--- src/rtl/core/piece_queue_reserve_stack_defines.svh ---
// Assertion macros shared by the reserve stack design.
// Both sample on i_clk and are disabled while i_rst_n is low.
`ifndef PIECE_QUEUE_RESERVE_STACK_DEFINES_SVH
`define PIECE_QUEUE_RESERVE_STACK_DEFINES_SVH

`define PQRS_ASSERT_ALWAYS(lbl, prop, msg) \
    lbl: assert property (@(posedge i_clk) disable iff (!i_rst_n) (prop)) else $error(msg);

`define PQRS_ASSERT_NEXT(lbl, cond, prop, msg) \
    lbl: assert property (@(posedge i_clk) disable iff (!i_rst_n) (cond) |=> (prop)) \
        else $error(msg);

`endif

--- src/rtl/core/pqrs_pkg.sv ---
`timescale 1ns / 1ps

package pqrs_pkg;

    localparam int QUEUE_DEPTH = 8;
    localparam int STACK_DEPTH = 3;
    localparam int ID_BITS     = 16;
    localparam int SWAP_SPAN   = 3;
    localparam int KIND_BITS   = 3;

    localparam int QCNT_W = $clog2(QUEUE_DEPTH + 1);
    localparam int SCNT_W = $clog2(STACK_DEPTH + 1);
    localparam int SIDX_W = $clog2(STACK_DEPTH);

    localparam logic [2:0] CMD_FILL    = 3'd0;
    localparam logic [2:0] CMD_PLAY    = 3'd1;
    localparam logic [2:0] CMD_RESERVE = 3'd2;
    localparam logic [2:0] CMD_USE     = 3'd3;
    localparam logic [2:0] CMD_SWAP    = 3'd4;
    localparam logic [2:0] CMD_SWAP3   = 3'd5;

    localparam logic [2:0] ST_OK          = 3'd0;
    localparam logic [2:0] ST_QUEUE_EMPTY = 3'd1;
    localparam logic [2:0] ST_STACK_FULL  = 3'd2;
    localparam logic [2:0] ST_STACK_EMPTY = 3'd3;
    localparam logic [2:0] ST_TOO_FEW     = 3'd4;
    localparam logic [2:0] ST_QUEUE_FULL  = 3'd5;

    typedef struct packed {
        logic [KIND_BITS-1:0] kind;
        logic [ID_BITS-1:0]   id;
    } t_piece;

    typedef struct packed {
        logic [2:0]           command;
        logic [KIND_BITS-1:0] new_kind;
        logic [ID_BITS-1:0]   new_id;
    } t_in;

    typedef struct packed {
        logic [2:0]           status;
        logic                 piece_valid;
        logic [KIND_BITS-1:0] piece_kind;
        logic [ID_BITS-1:0]   piece_id;
        logic [3:0]           queue_level;
        logic [1:0]           stack_level;
    } t_out;

    typedef struct packed {
        logic shift;
        logic load_new;
        logic load_swap;
    } t_cell_ctl;

    typedef struct packed {
        logic push;
        logic pop;
        logic swap_top;
        logic swap_all;
    } t_stk_ctl;

endpackage

--- src/rtl/core/pqrs_cell.sv ---
`timescale 1ns / 1ps

module pqrs_cell (
    input  logic               i_clk,
    input  pqrs_pkg::t_cell_ctl i_ctl,
    input  pqrs_pkg::t_piece   i_right,
    input  pqrs_pkg::t_piece   i_new,
    input  pqrs_pkg::t_piece   i_swap,
    output pqrs_pkg::t_piece   o_piece
);
    import pqrs_pkg::*;

    t_piece r_piece;
    t_piece n_piece;

    always_comb begin
        n_piece = r_piece;
        if (i_ctl.load_new) begin
            n_piece = i_new;
        end else if (i_ctl.load_swap) begin
            n_piece = i_swap;
        end else if (i_ctl.shift) begin
            n_piece = i_right;
        end
    end

    always_ff @(posedge i_clk) begin
        r_piece <= n_piece;
    end

    assign o_piece = r_piece;

endmodule

--- src/rtl/core/pqrs_stack.sv ---
`timescale 1ns / 1ps
`include "piece_queue_reserve_stack_defines.svh"

module pqrs_stack (
    input  logic                                         i_clk,
    input  logic                                         i_rst_n,
    input  pqrs_pkg::t_stk_ctl                           i_ctl,
    input  pqrs_pkg::t_piece                             i_piece,
    input  pqrs_pkg::t_piece [pqrs_pkg::STACK_DEPTH-1:0] i_trio,
    output pqrs_pkg::t_piece [pqrs_pkg::STACK_DEPTH-1:0] o_ent,
    output pqrs_pkg::t_piece                             o_top,
    output logic [pqrs_pkg::SCNT_W-1:0]                  o_count
);
    import pqrs_pkg::*;

    t_piece              r_ent [STACK_DEPTH];
    logic [SCNT_W-1:0]   r_count;
    logic [SCNT_W-1:0]   n_count;
    logic [SIDX_W-1:0]   top_idx;
    logic [SIDX_W-1:0]   push_idx;

    assign top_idx  = (r_count == '0) ? '0 : SIDX_W'(r_count - SCNT_W'(1));
    assign push_idx = r_count[SIDX_W-1:0];
    assign o_top    = r_ent[top_idx];
    assign o_count  = r_count;

    always_comb begin
        n_count = r_count;
        if (i_ctl.push) begin
            n_count = r_count + SCNT_W'(1);
        end else if (i_ctl.pop) begin
            n_count = r_count - SCNT_W'(1);
        end
    end

    always_ff @(posedge i_clk) begin
        if (!i_rst_n) begin
            r_count <= '0;
        end else begin
            r_count <= n_count;
        end
    end

    always_ff @(posedge i_clk) begin
        if (i_ctl.push) begin
            r_ent[push_idx] <= i_piece;
        end else if (i_ctl.swap_top) begin
            r_ent[top_idx] <= i_piece;
        end else if (i_ctl.swap_all) begin
            for (int k = 0; k < STACK_DEPTH; k++) begin
                r_ent[k] <= i_trio[k];
            end
        end
    end

    genvar g;
    generate
        for (g = 0; g < STACK_DEPTH; g++) begin : g_ent
            assign o_ent[g] = r_ent[g];
        end
    endgenerate

    `PQRS_ASSERT_ALWAYS(a_one_op, $onehot0({i_ctl.push, i_ctl.pop, i_ctl.swap_top, i_ctl.swap_all}), "stack given more than one operation")
    `PQRS_ASSERT_ALWAYS(a_count_range, r_count <= SCNT_W'(STACK_DEPTH), "stack count beyond depth")
    `PQRS_ASSERT_NEXT(a_push_count, i_ctl.push, r_count == $past(r_count) + SCNT_W'(1), "push did not raise the count")
    `PQRS_ASSERT_NEXT(a_pop_count, i_ctl.pop, r_count == $past(r_count) - SCNT_W'(1), "pop did not lower the count")

endmodule

--- src/rtl/core/piece_queue_reserve_stack.sv ---
`timescale 1ns / 1ps
// Channel   Direction  Handshake                 Payload
// input     in         i_in_valid / o_in_ready   i_in_data  (t_in)
// output    out        o_out_valid / i_out_ready o_out_data (t_out)
//
// Each transaction is executed and its result is registered; one transaction per
// cycle is sustained unless the output stalls, set by the single output register.
// The queue is a row of cells with the front in cell 0; a play shifts the row by one.
// Reset is synchronous and clears the queue and stack counts and the output valid flag.
// A stalled output holds the input off only while the waiting result is not taken.

module piece_queue_reserve_stack (
    input  logic          i_clk,
    input  logic          i_rst_n,
    input  logic          i_in_valid,
    output logic          o_in_ready,
    input  pqrs_pkg::t_in i_in_data,
    output logic          o_out_valid,
    input  logic          i_out_ready,
    output pqrs_pkg::t_out o_out_data
);
    import pqrs_pkg::*;

    logic              in_fire;
    logic              r_out_valid;
    t_out              r_out;
    t_out              n_out;
    logic [QCNT_W-1:0] r_qcount;
    logic [QCNT_W-1:0] n_qcount;
    logic [SCNT_W-1:0] scount;
    logic [SCNT_W-1:0] scount_after;

    logic q_fill;
    logic q_play;
    logic q_swap1;
    logic q_swap3;
    t_stk_ctl stk_ctl;
    t_piece   stk_in;
    t_piece   stk_top;
    t_piece   got;
    logic     got_valid;
    logic [2:0] status;
    t_piece   new_piece;

    t_stk_ctl stk_ctl_q;
    logic     fill_q;
    logic     play_q;
    logic     swap1_q;
    logic     swap3_q;

    t_piece                   cell_q [QUEUE_DEPTH];
    t_piece [STACK_DEPTH-1:0] stk_ent;
    t_piece [STACK_DEPTH-1:0] trio;

    assign in_fire    = i_in_valid && o_in_ready;
    assign o_in_ready = !r_out_valid || i_out_ready;
    assign new_piece  = '{kind: i_in_data.new_kind, id: i_in_data.new_id};

    always_comb begin
        q_fill    = 1'b0;
        q_play    = 1'b0;
        q_swap1   = 1'b0;
        q_swap3   = 1'b0;
        stk_ctl   = '0;
        stk_in    = cell_q[0];
        got       = '0;
        got_valid = 1'b0;
        status    = ST_OK;
        case (i_in_data.command)
            CMD_FILL: begin
                if (r_qcount == QCNT_W'(QUEUE_DEPTH)) begin
                    status = ST_QUEUE_FULL;
                end else begin
                    q_fill = 1'b1;
                end
            end
            CMD_PLAY: begin
                if (r_qcount == '0) begin
                    status = ST_QUEUE_EMPTY;
                end else begin
                    q_play    = 1'b1;
                    got       = cell_q[0];
                    got_valid = 1'b1;
                end
            end
            CMD_RESERVE: begin
                if (r_qcount == '0) begin
                    status = ST_QUEUE_EMPTY;
                end else if (scount == SCNT_W'(STACK_DEPTH)) begin
                    status = ST_STACK_FULL;
                end else begin
                    q_play       = 1'b1;
                    stk_ctl.push = 1'b1;
                    got          = cell_q[0];
                    got_valid    = 1'b1;
                end
            end
            CMD_USE: begin
                if (scount == '0) begin
                    status = ST_STACK_EMPTY;
                end else begin
                    stk_ctl.pop = 1'b1;
                    got         = stk_top;
                    got_valid   = 1'b1;
                end
            end
            CMD_SWAP: begin
                if (r_qcount == '0) begin
                    status = ST_QUEUE_EMPTY;
                end else if (scount == '0) begin
                    status = ST_STACK_EMPTY;
                end else begin
                    q_swap1          = 1'b1;
                    stk_ctl.swap_top = 1'b1;
                end
            end
            CMD_SWAP3: begin
                if (scount != SCNT_W'(STACK_DEPTH) || r_qcount < QCNT_W'(SWAP_SPAN)) begin
                    status = ST_TOO_FEW;
                end else begin
                    q_swap3          = 1'b1;
                    stk_ctl.swap_all = 1'b1;
                end
            end
            default: begin
                status = ST_OK;
            end
        endcase
    end

    // Only a completed transaction may change the queue or the stack.
    assign stk_ctl_q = in_fire ? stk_ctl : '0;
    assign fill_q    = in_fire && q_fill;
    assign play_q    = in_fire && q_play;
    assign swap1_q   = in_fire && q_swap1;
    assign swap3_q   = in_fire && q_swap3;

    genvar g;
    generate
        for (g = 0; g < QUEUE_DEPTH; g++) begin : g_cell
            t_cell_ctl ctl;
            t_piece    right;
            t_piece    swap_src;

            assign ctl.load_new = (fill_q && QCNT_W'(g) == r_qcount)
                || (play_q && QCNT_W'(g) == r_qcount - QCNT_W'(1));
            assign ctl.shift    = play_q && QCNT_W'(g) < r_qcount - QCNT_W'(1);

            if (g < SWAP_SPAN) begin : g_swap
                assign ctl.load_swap = (swap1_q && g == 0) || swap3_q;
                assign swap_src      = swap3_q ? stk_ent[g] : stk_top;
            end else begin : g_noswap
                assign ctl.load_swap = 1'b0;
                assign swap_src      = stk_top;
            end

            if (g < QUEUE_DEPTH - 1) begin : g_mid
                assign right = cell_q[g+1];
            end else begin : g_last
                assign right = '0;
            end

            pqrs_cell u_cell (
                .i_clk   (i_clk),
                .i_ctl   (ctl),
                .i_right (right),
                .i_new   (new_piece),
                .i_swap  (swap_src),
                .o_piece (cell_q[g])
            );
        end

        for (g = 0; g < STACK_DEPTH; g++) begin : g_trio
            assign trio[g] = cell_q[g];
        end
    endgenerate

    pqrs_stack u_stack (
        .i_clk   (i_clk),
        .i_rst_n (i_rst_n),
        .i_ctl   (stk_ctl_q),
        .i_piece (stk_in),
        .i_trio  (trio),
        .o_ent   (stk_ent),
        .o_top   (stk_top),
        .o_count (scount)
    );

    always_comb begin
        n_qcount = r_qcount;
        if (q_fill) begin
            n_qcount = r_qcount + QCNT_W'(1);
        end
        scount_after = scount;
        if (stk_ctl.push) begin
            scount_after = scount + SCNT_W'(1);
        end else if (stk_ctl.pop) begin
            scount_after = scount - SCNT_W'(1);
        end
        n_out.status      = status;
        n_out.piece_valid = got_valid;
        n_out.piece_kind  = got.kind;
        n_out.piece_id    = got.id;
        n_out.queue_level = 4'(n_qcount);
        n_out.stack_level = 2'(scount_after);
    end

    always_ff @(posedge i_clk) begin
        if (!i_rst_n) begin
            r_qcount    <= '0;
            r_out_valid <= 1'b0;
        end else begin
            if (in_fire) begin
                r_qcount    <= n_qcount;
                r_out_valid <= 1'b1;
            end else if (i_out_ready) begin
                r_out_valid <= 1'b0;
            end
        end
    end

    always_ff @(posedge i_clk) begin
        if (in_fire) begin
            r_out <= n_out;
        end
    end

    assign o_out_valid = r_out_valid;
    assign o_out_data  = r_out;

endmodule
--- config.mk ---
export PLATFORM = sky130hd
export DESIGN_NAME = piece_queue_reserve_stack
export DESIGN_NICKNAME = d
export VERILOG_FILES = /design/src/rtl/core/pqrs_pkg.sv /design/src/rtl/core/pqrs_cell.sv /design/src/rtl/core/pqrs_stack.sv /design/src/rtl/core/piece_queue_reserve_stack.sv
export VERILOG_INCLUDE_DIRS = /design/src /design/src/rtl/core
export SDC_FILE = /design/constraint.sdc
export NUM_CORES = 1
export LEC_CHECK = 0
export BUFFER_PORTS_ARGS = -buffer_cell sky130_fd_sc_hd__buf_2
export CORE_MARGIN = 1.5
export CORE_UTILIZATION = 66
export CTS_CLUSTER_DIAMETER = 200
export CTS_CLUSTER_SIZE = 14
export DETAILED_ROUTE_END_ITERATION = 8
export PLACE_DENSITY = 0.95
export SLEW_MARGIN = 10
export SYNTH_ARGS = -nofsm -noshare
export SYNTH_HDL_FRONTEND = slang
export SYNTH_SLANG_ARGS = --single-unit
--- constraint.sdc ---
create_clock -name i_clk -period 8.4 [get_ports i_clk]
set_input_delay 1.26 -clock i_clk [delete_from_list [all_inputs] [get_ports i_clk]]
set_output_delay 1.26 -clock i_clk [all_outputs]
set_load 0.1 [all_outputs]
Word-level counts from Yosys, hierarchy flattened

Memory sizes are Yosys's and may differ from the RTL's.
Index checks and enable logic that the tools add are counted.

Order comparisons: 9
$add $sub $neg: 4
Reduce and logical (&&, ||, !) cells: 57
Multiplexer cells: 71
Equality and inequality tests: 22

Operator list:

| operator                                            | count |
|---|---|
| two-way mux 19 bit                                  | 26 |
| one-hot mux 19 bit (3 select lines)                 | 1 |
| OR reduction 19 bit                                 | 2 |
| == test 3 x 4 -> 1 bit (first input constant)       | 8 |
| logical AND 1 bit                                   | 29 |
| two-way mux 1 bit                                   | 26 |
| two-way mux 2 bit                                   | 9 |
| one-hot mux 3 bit (6 select lines)                  | 1 |
| == test 2 x 4 -> 1 bit (first input constant)       | 4 |
| < comparator 3 x 4 -> 1 bit (first input constant)  | 4 |
| nonzero test 2 bit                                  | 7 |
| two-way mux 3 bit                                   | 4 |
| logical OR 1 bit                                    | 11 |
| nonzero test 3 bit                                  | 3 |
| == test 1 x 4 -> 1 bit (first input constant)       | 2 |
| zero test 4 bit                                     | 2 |
| < comparator 1 x 4 -> 1 bit (first input constant)  | 2 |
| < comparator 2 x 4 -> 1 bit (first input constant)  | 2 |
| two-way mux 4 bit                                   | 2 |
| == test 3 x 2 -> 1 bit (second input constant)      | 2 |
| == test 3 bit (second input constant)               | 2 |
| adder 4 x 1 -> 4 bit (second input constant)        | 1 |
| == test 4 bit (second input constant)               | 1 |
| < comparator 4 x 2 -> 1 bit (second input constant) | 1 |
| 11 further kinds                                    | 11 |

Memories kept: 1
Memory bits (writable): 57
Output and inout bits: 31
Register bits: 188
Logic and storage cells: 189

Memory list:

| memory        | words | width | rd ports | clocked after Yosys merged registers in | wr ports | RTL line         | source |
|---|---|---|---|---|---|---|---|
| u_stack.r_ent | 3     | 19    | 4        | 0                                       | 3        | pqrs_stack.sv:16 | `t_piece r_ent [STACK_DEPTH];` |

Depth between registers and ports, before layout

Depth in word-level cells: 11
Depth in mapped cells: 10
Gate-level depth less buffers: 7

Hierarchy

From an unflattened synthesis, not the netlist that was laid out.

Cells, all modules: 1093
Area, all modules: 14152.3 µm²

By module, submodules not included:

| module                    | sequential area each (µm²) | instances | cells an instance | area an instance (µm²) |
|---|---|---|---|---|
| pqrs_cell                 | 570.5                      | 8         | 83                | 975.9 |
| pqrs_stack                | 2322.2                     | 1         | 187               | 3673.5 |
| piece_queue_reserve_stack | 970.9                      | 1         | 242               | 2671.3 |

Least setup slack after synthesis

Ideal clock, no wire load.

Path kind: input port to flip-flop
Start point: in i_in_valid
End point: reg g_cell[4].u_cell.r_piece, in the netlist g_cell[4].u_cell.o_piece[0], enable pin
Data required time: 7979 ps
Stages: 5
Path buffers: 1
Setup slack: 3457 ps
Data arrival time: 4522 ps
Cell sequence: inv_1 > nor2_1 > clkbuf_1 > nand2_1 > o21ai_0

Longest elaborated chain between the ends: 5
Elaborated cells between the ends (all ways): 8
Classes of those cells: reduce/logical: 8

Ends and longest elaborated chain:

| what                                        | RTL line                                                           | source |
|---|---|---|
| start, declared                             | piece_queue_reserve_stack.sv:15                                    | `input logic i_in_valid,` |
| logical AND 1 bit *                         | piece_queue_reserve_stack.sv:55                                    | `assign in_fire = i_in_valid && o_in_ready;` |
| net in_fire                                 | piece_queue_reserve_stack.sv:24                                    | `logic in_fire;` |
| logical AND 1 bit, on equally long branches | piece_queue_reserve_stack.sv:133, piece_queue_reserve_stack.sv:134 |  |
| logical AND 1 bit, on equally long branches | piece_queue_reserve_stack.sv:145, piece_queue_reserve_stack.sv:146 |  |
| logical OR 1 bit                            | piece_queue_reserve_stack.sv:146                                   | `\|\| (play_q && QCNT_W'(g) == r_qcount - QCNT_W'(1));` |
| nonzero test 2 bit (no source line) *       | n/a                                                                |  |
| end signal, assigned                        | pqrs_cell.sv:28                                                    | `r_piece <= n_piece;` |
| end, declared                               | pqrs_cell.sv:13                                                    | `t_piece r_piece;` |

Mark *: on every way through the listed nets, which the timed path passes. The rest lies on a longest branch.
A chain may end at the register's enable or synchronous reset.

Worst setup path in the final report

Start point: in i_in_data[20] (netlist name)
End point: reg g_cell[2].u_cell.r_piece, in the netlist g_cell[2].u_cell.o_piece[7], enable pin

Longest elaborated chain between the ends: 6
Elaborated cells between the ends (all ways): 15
Classes of those cells: eq/ne: 3; mux: 3; reduce/logical: 9

Ends and longest elaborated chain:

| what                                                                    | RTL line                                                           | source |
|---|---|---|
| start, declared                                                         | piece_queue_reserve_stack.sv:17                                    | `input pqrs_pkg::t_in i_in_data,` |
| == test 3 x 2 -> 1 bit, or another cell as far along                    | piece_queue_reserve_stack.sv:69                                    | `case (i_in_data.command)` |
| one-hot mux 1 bit (2 select lines) or two-way mux 1 bit (tied branches) | piece_queue_reserve_stack.sv:69                                    |  |
| logical AND 1 bit, on equally long branches                             | piece_queue_reserve_stack.sv:134, piece_queue_reserve_stack.sv:133 |  |
| logical AND 1 bit, on equally long branches                             | piece_queue_reserve_stack.sv:146, piece_queue_reserve_stack.sv:145 |  |
| logical OR 1 bit                                                        | piece_queue_reserve_stack.sv:146                                   |  |
| nonzero test 3 bit (no source line) *                                   | n/a                                                                |  |
| end signal, assigned                                                    | pqrs_cell.sv:28                                                    |  |
| end, declared                                                           | pqrs_cell.sv:13                                                    |  |

Every way passes the cells marked *; elsewhere a longest branch is shown, timed or not.

==> Flow_metrics.wiki <==
{| class="wikitable"
! Metric !! Value
|-
| Multiplexer area fraction after synthesis || 19.1%
|-
| Part of the Yosys area used for sequential elements || between 60% and 70%
|-
| Number of input and output port buffers inserted || 56
|-
| DRC violation count after routing || 0
|-
| DRT Wirelength || approximately 27000 um
|-
| Critical Path RT || 8.60 ns
|-
| Via count of the first global-routing pass || 7612
|-
| Number of gates given a new drive strength after cts || 0
|-
| Number of buffers added for setup after CTS || 0
|-
| Start point of the worst min-delay path || g_cell[0].u_cell.o_piece[12]
|-
| Largest family of logic cells by synthesized area || multiplexers
|-
| Share of synthesized cell area in and, or, nand and nor gates || ~7.9%
|-
| Met1 demand-to-capacity share in global routing || between 30 and 40%
|-
| Worst relative slew slack || 19.0%
|-
| Area post-placement || approximately 0.013 mm^2
|-
| Worst vdd rail ir drop || ~0.2 mV
|-
| Flop-to-flop setup slack || 4.30 ns
|-
| Routability Congestion || about 0.86
|-
| Share of the core filled with cells || 72.9%
|-
| CTS max path bufs || 3
|-
| Length of the first detailed-routing pass in iterations || 5
|-
| Static Leak || 5.01 nW
|-
| Post-Syn Area || 0.0125 mm^2
|-
| Warning count from the yosys run || 0
|-
| Proportion of register bits with asynchronous set or reset after synthesis || 0%
|-
| Number of flops mapped to enable cells by yosys || 257
|-
| Met2 global-route usage || 45.3%
|-
| Path type of the worst setup path || in -> reg
|-
| Total area of sequential cells || 0.00786 mm^2
|-
| Number of max-slew violations in the final report || 0
|-
| Worst min-delay path class || reg -> reg
|-
| Mean instance size in the synthesized netlist || 14.5 um^2
|-
| Number of H-tree branching levels || 1
|-
| Setup repair after global routing missed its margin || no
|-
| Data arrival time at the worst-slack endpoint || 4.34 ns
|-
| Number of distinct library cell variants in the gate-level netlist after synthesis || 62
|-
| Max Clock Freq || 241 MHz
|-
| Clock latency on the worst-skew pair || between 0.5 and 0.6 ns
|-
| Number of nets in the layout || 942
|-
| Overflow left after global routing || 0
|-
| Antenna violations before repair || 0
|-
| Number of hold violations in the final report || 0
|-
| Area added between synthesis and finish || 8.74%
|-
| Rows || 50
|-
| Most heavily used metal layer in global routing || met2
|-
| Initial DRC Count || between 700 and 800
|-
| Final standard cell area without fillers || ~0.014 mm^2
|-
| Most frequently used flop master after synthesis || edfxtp_1
|-
| Initial core utilization || roughly two thirds
|-
| Sink count of the clock tree || ~260
|-
| Met3 Track Usage GR || 4.59%
|-
| # IOs || between 50 and 60
|-
| Die Area || 0.0198 mm^2
|-
| DP Wirelength || 16900 um
|-
| Detailed-route wire length per cell || 23.3 um
|-
| Share of the synthesized netlist area taken by xor and xnor gates || 0.419%
|-
| Synthesized netlist cell count || 864
|-
| R2R cell count || 9
|-
| Sort of element at the start of the critical path || input port
|-
| Global-route wire length before repair || 42400 um
|-
| Floorplan Core Area || 0.0187 mm^2
|-
| Hold path cells || 0
|-
| Number of setup violations in the final report || 0
|-
| Routed Antenna Nets || 0
|-
| Endpoint of the worst-slack reg-to-reg timing path || g_cell[2].u_cell.o_piece[7]
|-
| Setup slack of the critical path after layout || between 4 and 5 ns
|-
| Post-route clock skew || 0.0156 ns
|-
| Number of vias after detailed routing || 7697
|-
| Fillers || 1079
|-
| Final period util || between 40% and 50%
|-
| Maximum number of pins on one net before global-route repair || 52
|-
| Total negative setup slack || 0 ns
|-
| Ant. Diodes || 0
|-
| Final critical delay including setup and external delays || 4.15 ns
|-
| Worst-path clk slew || 0.07 ns
|-
| Total area of multi-input combinational cells || between 0.004 and 0.005 mm^2
|-
| Layout cell share with drive strength beyond 1 || 27.5%
|-
| Adder-cell share of the synthesized area || 0.897%
|-
| Endpoint of the worst hold-timing path || u_stack.r_ent[0][12]
|-
| Post-synthesis register bit count || 264
|-
| Post-CTS Hold Buffers || 0
|-
| Chip height || 141 um
|-
| Endpoint kind of the worst setup timing path || flop
|-
| TritonCTS buffer count || 22
|-
| Transition time at the pin with the least slew margin || 1.21 ns
|-
| GRT Overall Usage || 27.7%
|-
| Die Span X || 141 um
|-
| Compound-Gate Fraction of Synth Area || 6.94%
|-
| Clock tree from TritonCTS || built
|-
| Post-synthesis net count || 899
|-
| Total power density per cell area || a little under 200 mW/mm^2
|-
| Vias per cell || roughly 6.7
|-
| Dpl ws || 3.80 ns
|-
| Clock root buffer || clkbuf_16
|-
| Max Fanout on Critical Path || 28
|-
| Result of the run || complete, no violations
|-
| Max_cap viols || 0
|-
| Beginning of the worst register-to-register path || r_qcount[0]
|}
layout make-up:
class | instances | share of cell area (%)
Inverter | 7 | 0.193
Timing Repair Buffer | 69 | 2.77
Multi-Input combinational cell | 543 | 32.5
Clock buffer | 40 | 4.76
Tap cell | 234 | 2.15
Sequential cell | 264 | 57.6
where the power goes:
part / switching, mW / internal, mW
combinational: 0.172 / 0.0931
sequential: 0.00986 / 1.45
clock: 0.450 / 0.520
worst max-delay path, cell delays in order:
cell and delay (ns):
buf_2 0.19, or3b_4 0.42, a211oi_4 0.23, buf_4 0.39
nand4_1 0.69, and2_1 0.66, o211ai_1 0.20, buf_4 0.28
cells in the mapped netlist (3+ instances only):
cell type	count	share of area, %
inv_1	7	0.21
mux2_2	113	10
edfxtp_1	257	62
buf_4	5	0.30
nand4_1	5	0.25
nand3_1	3	0.12
buf_6	3	0.27
mux4_2	19	3.4
mux2_1	10	0.90
nor3_1	3	0.12
nand2_1	113	3.4
buf_2	15	0.60
mux2i_1	43	3.4
mux2_4	10	1.2
a21oi_1	82	3.3
nor2_1	11	0.33
and3_1	4	0.20
nand2b_1	5	0.25
ha_1	9	0.90
nand3b_1	3	0.18
and2_1	26	1.3
nor2b_1	5	0.25
a22o_1	21	1.5
xnor2_1	5	0.35
o21ai_0	11	0.44
dfxtp_1	7	1.1
clkbuf_1	25	0.75
stage by stage:
step                      hold WS, ns  power (mW)  cells
final                           0.516        2.69   1157
after global routing            0.532        2.75   1157
after CTS                       0.517        2.69   1157
after detailed placement        0.505        1.75   1117
after global placement          0.481        1.74   1117
after floorplan                 0.469        1.69    864
per-layer routing:
layer / vias to the layer above / wire (um)
met3: 72 / 2630
met2: 444 / 13100
met4: 0 / 812
met5: - / 0
li1: 3383 / -
met1: 3798 / 10500
worst max-delay path by stage:
stage	slack (ns)	end	start	depth (start not counted)
2_1_floorplan	3.46	g_cell[4].u_cell.o_piece[0]	i_in_valid	5
3_3_place_gp	3.95	g_cell[2].u_cell.o_piece[12]	i_in_data[20]	8
3_5_place_dp	3.80	g_cell[2].u_cell.o_piece[12]	i_in_data[20]	8
4_1_cts	4.32	g_cell[2].u_cell.o_piece[7]	i_in_data[20]	8
5_1_grt	4.06	g_cell[2].u_cell.o_piece[7]	r_qcount[0]	9
6_report	4.25	g_cell[2].u_cell.o_piece[7]	i_in_data[20]	8
kinds of logic after synthesis:
| family | Yosys count |
|---|---|
| AOI/OAI and AO/OA | 135 |
| xor gates and xnor gates | 6 |
| adders and majority gates | 9 |
| buffers and inverters | 57 |
| DFF | 264 |
| muxes | 195 |
| and+or+nand+nor | 198 |
cells in the final DEF, fill, tap and decap left out, types with 9 or more instances in the layout:
| master | Yosys | layout |
|---|---|---|
| edfxtp_1 | 257 | 257 |
| mux2i_1 | 43 | 43 |
| a22o_1 | 21 | 21 |
| clkbuf_1 | 25 | 16 |
| nor2_1 | 11 | 10 |
| buf_4 | 5 | 13 |
| mux2_1 | 10 | 10 |
| nand2_1 | 113 | 113 |
| a21oi_1 | 82 | 82 |
| clkbuf_16 | 0 | 23 |
| and2_1 | 26 | 26 |
| mux2_2 | 113 | 113 |
| ha_1 | 9 | 9 |
| mux2_4 | 10 | 10 |
| buf_2 | 15 | 56 |
| mux4_2 | 19 | 19 |
sequential cells by signal (all words and copies together), names as in the netlist:
name,cells
g_cell.u_cell.o_piece,152
o_out_data,29
o_out_valid,1
r_qcount,4
u_stack.o_count,2
u_stack.r_ent,76
(Power assumes the default switching activity.)
